$ cat config.mk
export PLATFORM = sky130hd
export DESIGN_NAME = rlh_div
export DESIGN_NICKNAME = d
export VERILOG_FILES = /design/src/rtl/core/rlh_pkg.sv /design/src/rtl/core/rlh_div.sv
export SDC_FILE = /design/constraint.sdc
export NUM_CORES = 1
export LEC_CHECK = 0
export BUFFER_PORTS_ARGS = -buffer_cell sky130_fd_sc_hd__buf_4
export CAP_MARGIN = 20
export CORE_UTILIZATION = 40
export DETAILED_ROUTE_END_ITERATION = 8
export PLACE_DENSITY_LB_ADDON = 0.3
export SLEW_MARGIN = 10
export SYNTH_ARGS = -nofsm -noshare
export SYNTH_HDL_FRONTEND = slang
export SYNTH_SLANG_ARGS = --single-unit
$ cat constraint.sdc
create_clock -name clk -period 9.8 [get_ports clk]
set_clock_uncertainty 0.05 [all_clocks]
set_input_delay 0.98 -clock clk [delete_from_list [all_inputs] [get_ports clk]]
set_output_delay 0.98 -clock clk [all_outputs]
set_load 0.01 [all_outputs]
$ cat src/rtl/core/rlh_pkg.sv
package rlh_pkg;

    // Sizes of the stores
    localparam int RINGS     = 8;
    localparam int BINS      = 1024;
    localparam int RING_AW   = (RINGS > 1) ? $clog2(RINGS) : 1;
    localparam int DEPTH     = RINGS * BINS;
    localparam int ADDR_W    = $clog2(DEPTH);
    localparam int LAT_W     = $clog2(BINS);

    // Field widths fixed by the interface
    localparam int TIME_W    = 64;
    localparam int CNT_W     = 32;
    localparam int CPN_W     = 8;
    localparam int INT_W     = 48;
    localparam int RING_W    = 3;
    localparam int BIN_IDX_W = 10;
    localparam int LIM_W     = LAT_W + CPN_W;

    // Configuration register indexes
    localparam logic REG_CPN      = 1'b0;
    localparam logic REG_INTERVAL = 1'b1;

    typedef enum logic [1:0] {
        ACT_STAMP   = 2'd0,
        ACT_MEASURE = 2'd1,
        ACT_READ    = 2'd2,
        ACT_NONE    = 2'd3
    } action_t;

    typedef enum logic [7:0] {
        ST_CLEAR  = 8'b0000_0001,
        ST_IDLE   = 8'b0000_0010,
        ST_PREP   = 8'b0000_0100,
        ST_STAMP  = 8'b0000_1000,
        ST_DIV    = 8'b0001_0000,
        ST_HREAD  = 8'b0010_0000,
        ST_HWRITE = 8'b0100_0000,
        ST_RDOUT  = 8'b1000_0000
    } state_t;

    typedef enum logic [2:0] {
        DV_IDLE  = 3'b001,
        DV_CHECK = 3'b010,
        DV_RUN   = 3'b100
    } div_state_t;

    // Flat histogram address of one bin of one ring
    function automatic logic [ADDR_W-1:0] hist_addr(input logic [RING_AW-1:0] r,
                                                    input logic [LAT_W-1:0] b);
        return ADDR_W'(int'(r) * BINS + int'(b));
    endfunction

endpackage

$ cat src/rtl/core/rlh_div.sv
module rlh_div (
    input  logic                              clk,
    input  logic                              rst_n,
    input  logic                              start,
    input  logic [rlh_pkg::TIME_W-1:0]        diff,
    input  logic [rlh_pkg::CPN_W-1:0]         divisor,
    output logic                              done,
    output logic [rlh_pkg::LAT_W-1:0]         quot
);

    localparam int STEP_W = (rlh_pkg::LAT_W > 1) ? $clog2(rlh_pkg::LAT_W) : 1;

    rlh_pkg::div_state_t              state_reg;
    logic [rlh_pkg::TIME_W-1:0]       diff_reg;
    logic [rlh_pkg::CPN_W-1:0]        d_reg;
    logic [rlh_pkg::LIM_W-1:0]        limit_reg;
    logic [rlh_pkg::CPN_W-1:0]        rem_reg;
    logic [rlh_pkg::LAT_W-1:0]        dvd_reg;
    logic [STEP_W-1:0]                step_reg;
    logic                             done_reg;
    logic [rlh_pkg::LAT_W-1:0]        quot_reg;

    logic [rlh_pkg::CPN_W:0]          trial;
    logic                             ge;
    logic [rlh_pkg::CPN_W:0]          trial_sub;

    // One restoring step: bring down the next dividend bit
    assign trial     = {rem_reg, dvd_reg[rlh_pkg::LAT_W-1]};
    assign ge        = trial >= {1'b0, d_reg};
    assign trial_sub = trial - {1'b0, d_reg};

    always_ff @(posedge clk or negedge rst_n)
    begin
        if (!rst_n)
        begin
            state_reg <= rlh_pkg::DV_IDLE;
            done_reg  <= 1'b0;
        end
        else
        begin
            done_reg <= 1'b0;
            unique case (state_reg)
                rlh_pkg::DV_IDLE:
                begin
                    if (start)
                    begin
                        diff_reg  <= diff;
                        d_reg     <= divisor;
                        limit_reg <= rlh_pkg::LIM_W'(divisor) *
                                     rlh_pkg::LIM_W'(rlh_pkg::BINS - 1);
                        state_reg <= rlh_pkg::DV_CHECK;
                    end
                end
                rlh_pkg::DV_CHECK:
                begin
                    // Past the last bin: clamp without iterating
                    if (diff_reg >= rlh_pkg::TIME_W'(limit_reg))
                    begin
                        quot_reg  <= rlh_pkg::LAT_W'(rlh_pkg::BINS - 1);
                        done_reg  <= 1'b1;
                        state_reg <= rlh_pkg::DV_IDLE;
                    end
                    else
                    begin
                        // high part is below the divisor here
                        rem_reg   <= diff_reg[rlh_pkg::LIM_W-1:rlh_pkg::LAT_W];
                        dvd_reg   <= diff_reg[rlh_pkg::LAT_W-1:0];
                        step_reg  <= '0;
                        state_reg <= rlh_pkg::DV_RUN;
                    end
                end
                rlh_pkg::DV_RUN:
                begin
                    rem_reg  <= ge ? trial_sub[rlh_pkg::CPN_W-1:0]
                                   : trial[rlh_pkg::CPN_W-1:0];
                    dvd_reg  <= {dvd_reg[rlh_pkg::LAT_W-2:0], ge};
                    step_reg <= step_reg + 1'b1;
                    if (step_reg == STEP_W'(rlh_pkg::LAT_W - 1))
                    begin
                        quot_reg  <= {dvd_reg[rlh_pkg::LAT_W-2:0], ge};
                        done_reg  <= 1'b1;
                        state_reg <= rlh_pkg::DV_IDLE;
                    end
                end
                default:
                begin
                    state_reg <= rlh_pkg::DV_IDLE;
                end
            endcase
        end
    end

    assign done = done_reg;
    assign quot = quot_reg;

endmodule

==> reports/results.md, run 1 <==
| Metric | This run | Unit |
|:---|:---|:---|
| Number of inserted filler cells in the final layout | 1476 | - |
| Global-route total usage across every layer | 15.8 | % |
| Number of antenna violations at the first check in global routing | 0 | - |
| Register-to-register path setup slack | 6600 | ps |
| TNS Setup | 0 | ps |
| Clock latency on the worst-skew pair | 410 | ps |
| Number of cell instances on the worst register-to-register path | 7 | - |
| Area share of the largest cell type after synthesis | 52.9 | % |
| Most instantiated library cell after synthesis | sky130_fd_sc_hd__edfxtp_1 | - |
| Top cells by instance count after synthesis | sky130_fd_sc_hd__edfxtp_1 (121), sky130_fd_sc_hd__inv_1 (90), sky130_fd_sc_hd__ha_1 (68) | - |
| Hold crit path type | in -> async | - |
| CTS buffer count | 17 | - |
| Crit. Startpoint | divisor[5] | - |
| DRC | 0 | - |
| Number of max-slew violations in the final report | 0 | - |
| Mux cell area share after synthesis | 0.728 | % |
| Die outline area | 0.0177 | mm² |
| Power density of the placed cells | 245 | mW/mm² |
| Seq/Total Area, Yosys | 54.4 | % |
| Setup fix buffers added after clock tree synthesis | 0 | - |
| Slew @ Worst Pin | 1080 | ps |
| Cell types with the largest area share after synthesis | sky130_fd_sc_hd__edfxtp_1 (53%), sky130_fd_sc_hd__ha_1 (12%), sky130_fd_sc_hd__fa_1 (7.3%), sky130_fd_sc_hd__inv_1 (4.9%), sky130_fd_sc_hd__nand2_1 (2.6%) | - |
| Termination of the worst setup path | limit_reg[14]$_DFFE_PP_ | - |
| M1 wire length | 5720 | µm |
| First-pass GRT wire length | 21500 | µm |
| WL met3 | 462 | µm |
| Synthesized instance count | 547 | - |
| Crit start category | input pin | - |
| Maximum clock path buffer count | 2 | - |
| Worst setup slack after placement | 4230 | ps |
| Static leakage power | 3.54 | nW |
| WP data required | 9910 | ps |
| Min cycle time layout | 5140 | ps |
| Count of buffers from port buffering | 85 | - |
| Drt first pass iters | 4 | - |
| Syn Area/Cell | 12.6 | µm² |
| Vias in the first global route | 4499 | - |
| Capturing point of the worst reg2reg path | quot[3]$_SDFFCE_PP1P_ | - |
| Post-synthesis compound-gate area fraction | 7.14 | % |
| Count of antenna diodes in the layout | 0 | - |
| Number of setup violations in the final report | 0 | - |
| Crit path cell chain | buf_4 -> fa_1 -> inv_1 -> fa_1 -> xor2_1 -> xnor2_1 -> fa_1 -> inv_1 -> ha_1 -> a21o_1 -> a21oi_2 -> or4b_1 -> a31oi_1 -> o21bai_1 -> xor2_1 | - |
| Critical Path Max Stage Delay | 630 | ps |
| Most Frequent Cell on Critical Path | sky130_fd_sc_hd__fa_1 | - |
| Run status | complete, no violations | - |
| Clock sink count | 125 | - |
| Max Clk Rate | 195 | MHz |
| Slowest cell on the critical path | sky130_fd_sc_hd__fa_1 | - |
| TritonCTS clock tree | built | - |
| Worst Setup Path Type | in -> reg | - |
| Via count | 4313 | - |
| Die X-Extent | 133 | µm |
| Share of final-layout standard cells stronger than drive strength 1 | 20.1 | % |
| Post-CTS clock slew at the launch and capture registers of the worst setup and hold paths | 60 | ps |
| Detail-routed net length per standard cell | 14.8 | µm |
| Root Buffer Master | sky130_fd_sc_hd__clkbuf_16 | - |
| Number of violations reported at the end of detailed-routing iteration 0 | 293 | - |
| Worst-case vdd ir drop | 136 | µV |
| Largest register FFs | 64 | - |
| Element type at the critical path end | flop | - |
| Crit Path Max Fanout | 6 | - |
| Placed wire-length estimate after detailed placement | 9930 | µm |
| Global placer's final weighted congestion | 0.887 | - |
| Netlist cell types | 55 | - |
| Hold Vio Cnt, Final | 0 | - |
| Total wire length | 13100 | µm |
| Cell row count | 47 | - |
| Top-level port count | 86 | - |
| Library cell with the largest summed area after synthesis | sky130_fd_sc_hd__edfxtp_1 | - |
| Initial cell density of the core | 41.1 | % |
| Fraction of the mapped netlist area in adder cells | 19.7 | % |
| Hold bufs inserted after CTS | 0 | - |
| Height of the chip | 133 | µm |
| Xor and xnor area share after synthesis | 3.19 | % |
| Global route overflow | 0 | - |
| Total power consumption of the routed design | 2.06 | mW |
| Vias per cell | 4.90 | - |
| Dominant combinational cell family by area after synthesis | adder cells | - |
| Post-CTS Resized | 0 | - |
| Post-Syn Nets | 715 | - |
| Setup slack after layout | 4660 | ps |
| Critical R2R Launch | diff_reg[15]$_DFFE_PP_ | - |
| Top routing layer in use | met4 | - |
| Top FF cell, synth | sky130_fd_sc_hd__edfxtp_1 | - |
| Share of the cycle needed by the critical path after routing | 52.4 | % |
| Final net count | 816 | - |
| Arr. time, crit path | 5250 | ps |
| Number of nets with antenna violations after detailed routing | 0 | - |
| Post-synthesis sequential element count | 125 | - |
| Post-synthesis instance area | 0.00687 | mm² |
| Routed wl met2 | 6450 | µm |
| Pin count of the biggest net entering global routing | 90 | - |
| Relative slew slack | 27.6 | % |
| Simple-gate share of the synthesized area | 9.52 | % |
| Yosys warnings | 0 | - |
| Placeable core area | 0.0167 | mm² |
| EDFF count, synth | 121 | - |
| Async set or reset register ratio after synthesis | 3.20 | % |
| H-tree depth | 4 | - |
| Number of max-cap violations | 0 | - |
| Area growth from synthesis to final layout | 22.6 | % |
| RSZ-0062 raised after global routing | false | - |
-- through the flow --
step / area, µm² / utilization (%) / hold WS, ps / std cells
2_1_floorplan: 6870 / - / 395 / 547
3_3_place_gp: 7770 / 46.5 / 415 / 847
3_5_place_dp: 7770 / 46.5 / 431 / 847
4_1_cts: 8390 / 50.2 / 298 / 879
5_1_grt: 8420 / 50.4 / 295 / 881
6_report: 8420 / 50.4 / 316 / 881
-- final cells by class --
cell class                 count  area, µm²  area share, %
clock buffer                  19        433           5.14
clock inverter                13        181           2.15
inverter                      90        338           4.01
multi-input combinational    325       2770           32.9
sequential                   125       3730           44.3
tap                          220        275           3.27
timing repair buffer          89        688           8.17
-- layer usage --
metal / vias up / GRT usage [%]
met4: 0 / 9.96
met3: 24 / 2.80
met5: - / 0
met2: 98 / 26.0
li1: 2142 / -
met1: 2049 / 19.2
-- cell usage in the layout (no fill, tap or decap), drive strengths merged, types with 5 or more instances in the layout --
master  instances
or3            11
clkbuf         19
edfxtp        121
or2             5
nor3            6
nand3          11
xnor2          17
o21ai          21
xor2            8
nor2           13
a31oi           7
nand2          47
mux2i           5
fa             25
buf            89
and2            5
nor4           12
nand2b          6
inv            95
a21oi          16
ha             68
-- cell families (layout without fill, tap and decap cells) --
| group | after synthesis | in the layout |
|---|---|---|
| multiplexers | 5 | 5 |
| AO/OA/AOI/OAI | 73 | 73 |
| AND/OR/NAND/NOR | 129 | 129 |
| XOR/XNOR | 25 | 25 |
| buffers and inverters | 97 | 211 |
| flip-flops | 125 | 125 |
| adder cells (fa/ha/maj) | 93 | 93 |
-- worst max-delay path: cells and delay by family --
family	cells	cell delay [ps]
adder cells (fa/ha/maj)	4	2140
AO/OA/AOI/OAI	4	700
XOR/XNOR	3	620
AND/OR/NAND/NOR	1	460
buffers and inverters	3	330
-- how the worst min path moves through the flow --
stage	startpoint	end	slack, ps	depth (start not counted)
6_report	rst_n	state_reg[1]$_DFFE_PN0P_	320	1
5_1_grt	rst_n	state_reg[1]$_DFFE_PN0P_	290	1
4_1_cts	rst_n	state_reg[1]$_DFFE_PN0P_	300	1
3_5_place_dp	state_reg[1]$_DFFE_PN0P_	state_reg[1]$_DFFE_PN0P_	430	1
3_3_place_gp	state_reg[2]$_DFFE_PN0P_	state_reg[1]$_DFFE_PN0P_	420	1
2_1_floorplan	state_reg[2]$_DFFE_PN0P_	state_reg[1]$_DFFE_PN0P_	390	1
-- where the power goes --
group | internal (mW) | leakage (nW) | total (mW) | switching, mW
Sequential | 0.669 | 1.14 | 0.681 | 0.0122
Combinational | 0.324 | 2.10 | 0.733 | 0.409
Clock | 0.407 | 0.297 | 0.646 | 0.239
Power figures use the tool's default switching activity.
==> run 2: changes to the inputs <==
Settings changed: ABC_AREA set to 1.
Clock period 9.8 ns to 4.6 ns, I/O delays scaled along.
==> run 2 against run 1 <==
Against the previous run: worst setup slack lost 4200 ps; die area grew 2.4%; cell count grew 14%; sequential cell count is the same; sequential share of layout area shrank 1.2 points; critical path depth grew 1; combinational power grew 140%; first-iteration DRC count shrank 23%; utilization shrank 0.21 points; design area grew 2.8%; wire length grew 3.8%; largest power group unchanged; highest routed layer unchanged.
==> reports/results.md, run 2 <==
| Metric | This run | Unit | vs previous |
|:---|:---|:---|:---|
| Slew @ Worst Pin | 634 | ps | -450 ps |
| Vias per cell | 4.51 | - | -7.9% |
| Element type at the critical path end | flop | - |  |
| Crit start category | input pin | - |  |
| Crit. Startpoint | divisor[5] | - |  |
| Hold bufs inserted after CTS | 1 | - | +1 |
| Share of final-layout standard cells stronger than drive strength 1 | 17.1 | % | -3.1 points |
| Root Buffer Master | sky130_fd_sc_hd__clkbuf_16 | - |  |
| Number of antenna violations at the first check in global routing | 0 | - | unchanged |
| Top routing layer in use | met4 | - |  |
| Area growth from synthesis to final layout | 23.0 | % |  |
| Number of setup violations in the final report | 0 | - | unchanged |
| Run status | complete, no violations | - |  |
| Setup fix buffers added after clock tree synthesis | 0 | - | unchanged |
| WP data required | 4710 | ps | -5200 ps |
| Post-CTS clock slew at the launch and capture registers of the worst setup and hold paths | 50 | ps | about the same |
| Count of antenna diodes in the layout | 0 | - | unchanged |
| Critical R2R Launch | diff_reg[15]$_DFFE_PP_ | - |  |
| Static leakage power | 3.90 | nW | +10% |
| Worst Hold Margin | 173 | ps | -143 ps |
| Global-route total usage across every layer | 16.3 | % | +0.53 points |
| WL met3 | 493 | µm | +6.7% |
| Number of cell instances on the worst register-to-register path | 11 | - | +4 |
| RSZ-0062 raised after global routing | false | - |  |
| Number of nets with antenna violations after detailed routing | 0 | - | unchanged |
| Global placer's final weighted congestion | 0.803 | - | -9.5% |
| Finished Core Util | 50.2 | % | -0.21 points |
| Maximum clock path buffer count | 2 | - | unchanged |
| Crit path depth | 16 | - | +1 |
| Final net count | 935 | - | +15% |
| Slowest cell on the critical path | sky130_fd_sc_hd__fa_1 | - |  |
| Min cycle time layout | 4100 | ps |  |
| Total wire length | 13600 | µm | +3.8% |
| Detail-routed net length per standard cell | 13.5 | µm | -9.0% |
| H-tree depth | 4 | - | unchanged |
| Worst-case vdd ir drop | 321 | µV | +140% |
| Top cells by instance count after synthesis | sky130_fd_sc_hd__inv_1 (132), sky130_fd_sc_hd__edfxtp_1 (121), sky130_fd_sc_hd__nand2_1 (102) | - |  |
| Async set or reset register ratio after synthesis | 3.20 | % | unchanged |
| Number of max-cap violations | 0 | - | unchanged |
| Most frequent cells in the layout | sky130_fd_sc_hd__inv_1 (132), sky130_fd_sc_hd__edfxtp_1 (121), sky130_fd_sc_hd__nand2_1 (102) | - |  |
| Initial cell density of the core | 40.8 | % | -0.31 points |
| Placed wire-length estimate after detailed placement | 10500 | µm | +5.3% |
| Die outline area | 0.0181 | mm² | +2.4% |
| Critical Path Max Stage Delay | 610 | ps | -20 ps |
| Via count | 4533 | - | +5.1% |
| TritonCTS clock tree | built | - |  |
| Largest register FFs | 64 | - | unchanged |
| Post-synthesis instance area | 0.00704 | mm² | +2.4% |
| Clock latency on the worst-skew pair | 420 | ps | about the same |
| Top-level port count | 86 | - | unchanged |
| Number of max-slew violations in the final report | 0 | - | unchanged |
| DRC | 0 | - | unchanged |
| Capturing point of the worst reg2reg path | rem_reg[1]$_DFFE_PP_ | - |  |
| Vias in the first global route | 4670 | - | +3.8% |
| Netlist cell types | 31 | - | -44% |
| Register-to-register path setup slack | 2280 | ps | -4320 ps |
| Cell row count | 48 | - | +2.1% |
| Arr. time, crit path | 4210 | ps | -1040 ps |
| Relative slew slack | 57.5 | % | +30 points |
| Height of the chip | 135 | µm | +1.2% |
| Crit Path Max Fanout | 5 | - | -1 |
| Share of the cycle needed by the critical path after routing | 89.1 | % |  |
| Power density of the placed cells | 548 | mW/mm² | +120% |
| Max Clk Rate | 244 | MHz |  |
| Post-synthesis sequential element count | 125 | - | unchanged |
| Pin count of the biggest net entering global routing | 43 | - | -52% |
| Placeable core area | 0.0172 | mm² | +3.2% |
| Post-Syn Nets | 827 | - | +16% |
| Global route overflow | 0 | - | unchanged |
| Most instantiated library cell after synthesis | sky130_fd_sc_hd__inv_1 | - |  |
| EDFF count, synth | 121 | - | unchanged |
| Count of buffers from port buffering | 85 | - | unchanged |
| Hold Vio Cnt, Final | 0 | - | unchanged |
| Synthesized instance count | 659 | - | +20% |
| CTS buffer count | 17 | - | unchanged |
| Post-CTS Resized | 0 | - | unchanged |
| Die X-Extent | 135 | µm | +1.2% |
| TNS Setup | 0 | ps | unchanged |
| Worst Path Buf+Inv | 4 | - | +1 |
| Kind of cell with the highest combined delay on the critical path | adder cells | - |  |
| Yosys warnings | 0 | - | unchanged |
| Number of violations reported at the end of detailed-routing iteration 0 | 227 | - | -23% |
| Top FF cell, synth | sky130_fd_sc_hd__edfxtp_1 | - |  |
| M1 wire length | 6260 | µm | +9.5% |
| Hold crit path type | in -> reg | - |  |
| Leading cell type in the layout, fill and taps excluded | sky130_fd_sc_hd__inv_1 | - |  |
| Syn Area/Cell | 10.7 | µm² | -15% |
| Termination of the worst setup path | limit_reg[16]$_DFFE_PP_ | - |  |
| Cell types with the largest area share after synthesis | sky130_fd_sc_hd__edfxtp_1 (52%), sky130_fd_sc_hd__ha_1 (12%), sky130_fd_sc_hd__fa_1 (7.1%), sky130_fd_sc_hd__inv_1 (7.0%), sky130_fd_sc_hd__nand2_1 (5.4%) | - |  |
| Clock sink count | 125 | - | unchanged |
| Crit path cell chain | buf_4 -> fa_1 -> inv_1 -> fa_1 -> xor2_1 -> ha_1 -> inv_1 -> fa_1 -> inv_1 -> ha_1 -> a21oi_1 -> a21boi_0 -> nand3_1 -> a21oi_1 -> nand2b_1 -> nand2_1 | - |  |
| First-pass GRT wire length | 22300 | µm | +3.8% |
| Seq/Total Area, Yosys | 53.1 | % | -1.3 points |
| Routed wl met2 | 6660 | µm | +3.2% |
| Total power consumption of the routed design | 4.75 | mW | +130% |
| Number of inserted filler cells in the final layout | 1566 | - | +6.1% |
| Library cell with the largest summed area after synthesis | sky130_fd_sc_hd__edfxtp_1 | - |  |
| Area share of the largest cell type after synthesis | 51.6 | % | -1.3 points |
| Worst Setup Path Type | in -> reg | - |  |
| Drt first pass iters | 4 | - | unchanged |
-- run 2: worst min-delay path by stage --
stage	startpoint	endpoint	slack, ps	cells after the start
final	diff[1]	diff_reg[1]$_DFFE_PP_	170	1
after global routing	diff[20]	diff_reg[20]$_DFFE_PP_	150	1
after CTS	diff[58]	diff_reg[58]$_DFFE_PP_	150	1
after detailed placement	rst_n	done$_DFF_PN0_	220	1
after global placement	rst_n	state_reg[1]$_DFFE_PN0P_	220	1
after floorplan	rst_n	done$_DFF_PN0_	110	0
-- run 2: cell families after synthesis --
group,synth area share [%]
AOI/OAI and AO/OA,3.91
xor gates and xnor gates,2.61
adders and majority gates,19.2
buffers and inverters,7.45
DFF,53.1
and+or+nand+nor,13.8
-- run 2: layout make-up --
type	count	area (µm²)	area share (%)
Inverter	132	495	5.72
Clock buffer	26	509	5.88
Tap cell	225	282	3.25
Clock inverter	6	130	1.50
Multi-Input combinational cell	397	2800	32.3
Timing Repair Buffer	94	708	8.18
Sequential cell	125	3730	43.1
-- run 2: layer usage --
| layer | vias to the layer above | global-route usage, % |
|---|---|---|
| met3 | 13 | 3.68 |
| li1 | 2359 | - |
| met5 | - | 0 |
| met4 | 0 | 5.06 |
| met2 | 80 | 28.2 |
| met1 | 2081 | 20.3 |
-- run 2: stage by stage --
step | setup WS, ps | instances | cell area (µm²)
global route | 265 | 1005 | 8660
floorplan | 371 | 659 | 7040
detailed placement | 67.1 | 972 | 8010
CTS | 496 | 1005 | 8660
finish | 503 | 1005 | 8660
global placement | 120 | 972 | 8010
-- run 2: power breakdown --
group / internal, mW / switching [mW]
Combinational: 0.705 / 1.05
Clock: 0.978 / 0.458
Sequential: 1.51 / 0.0489
Total: 3.19 / 1.55
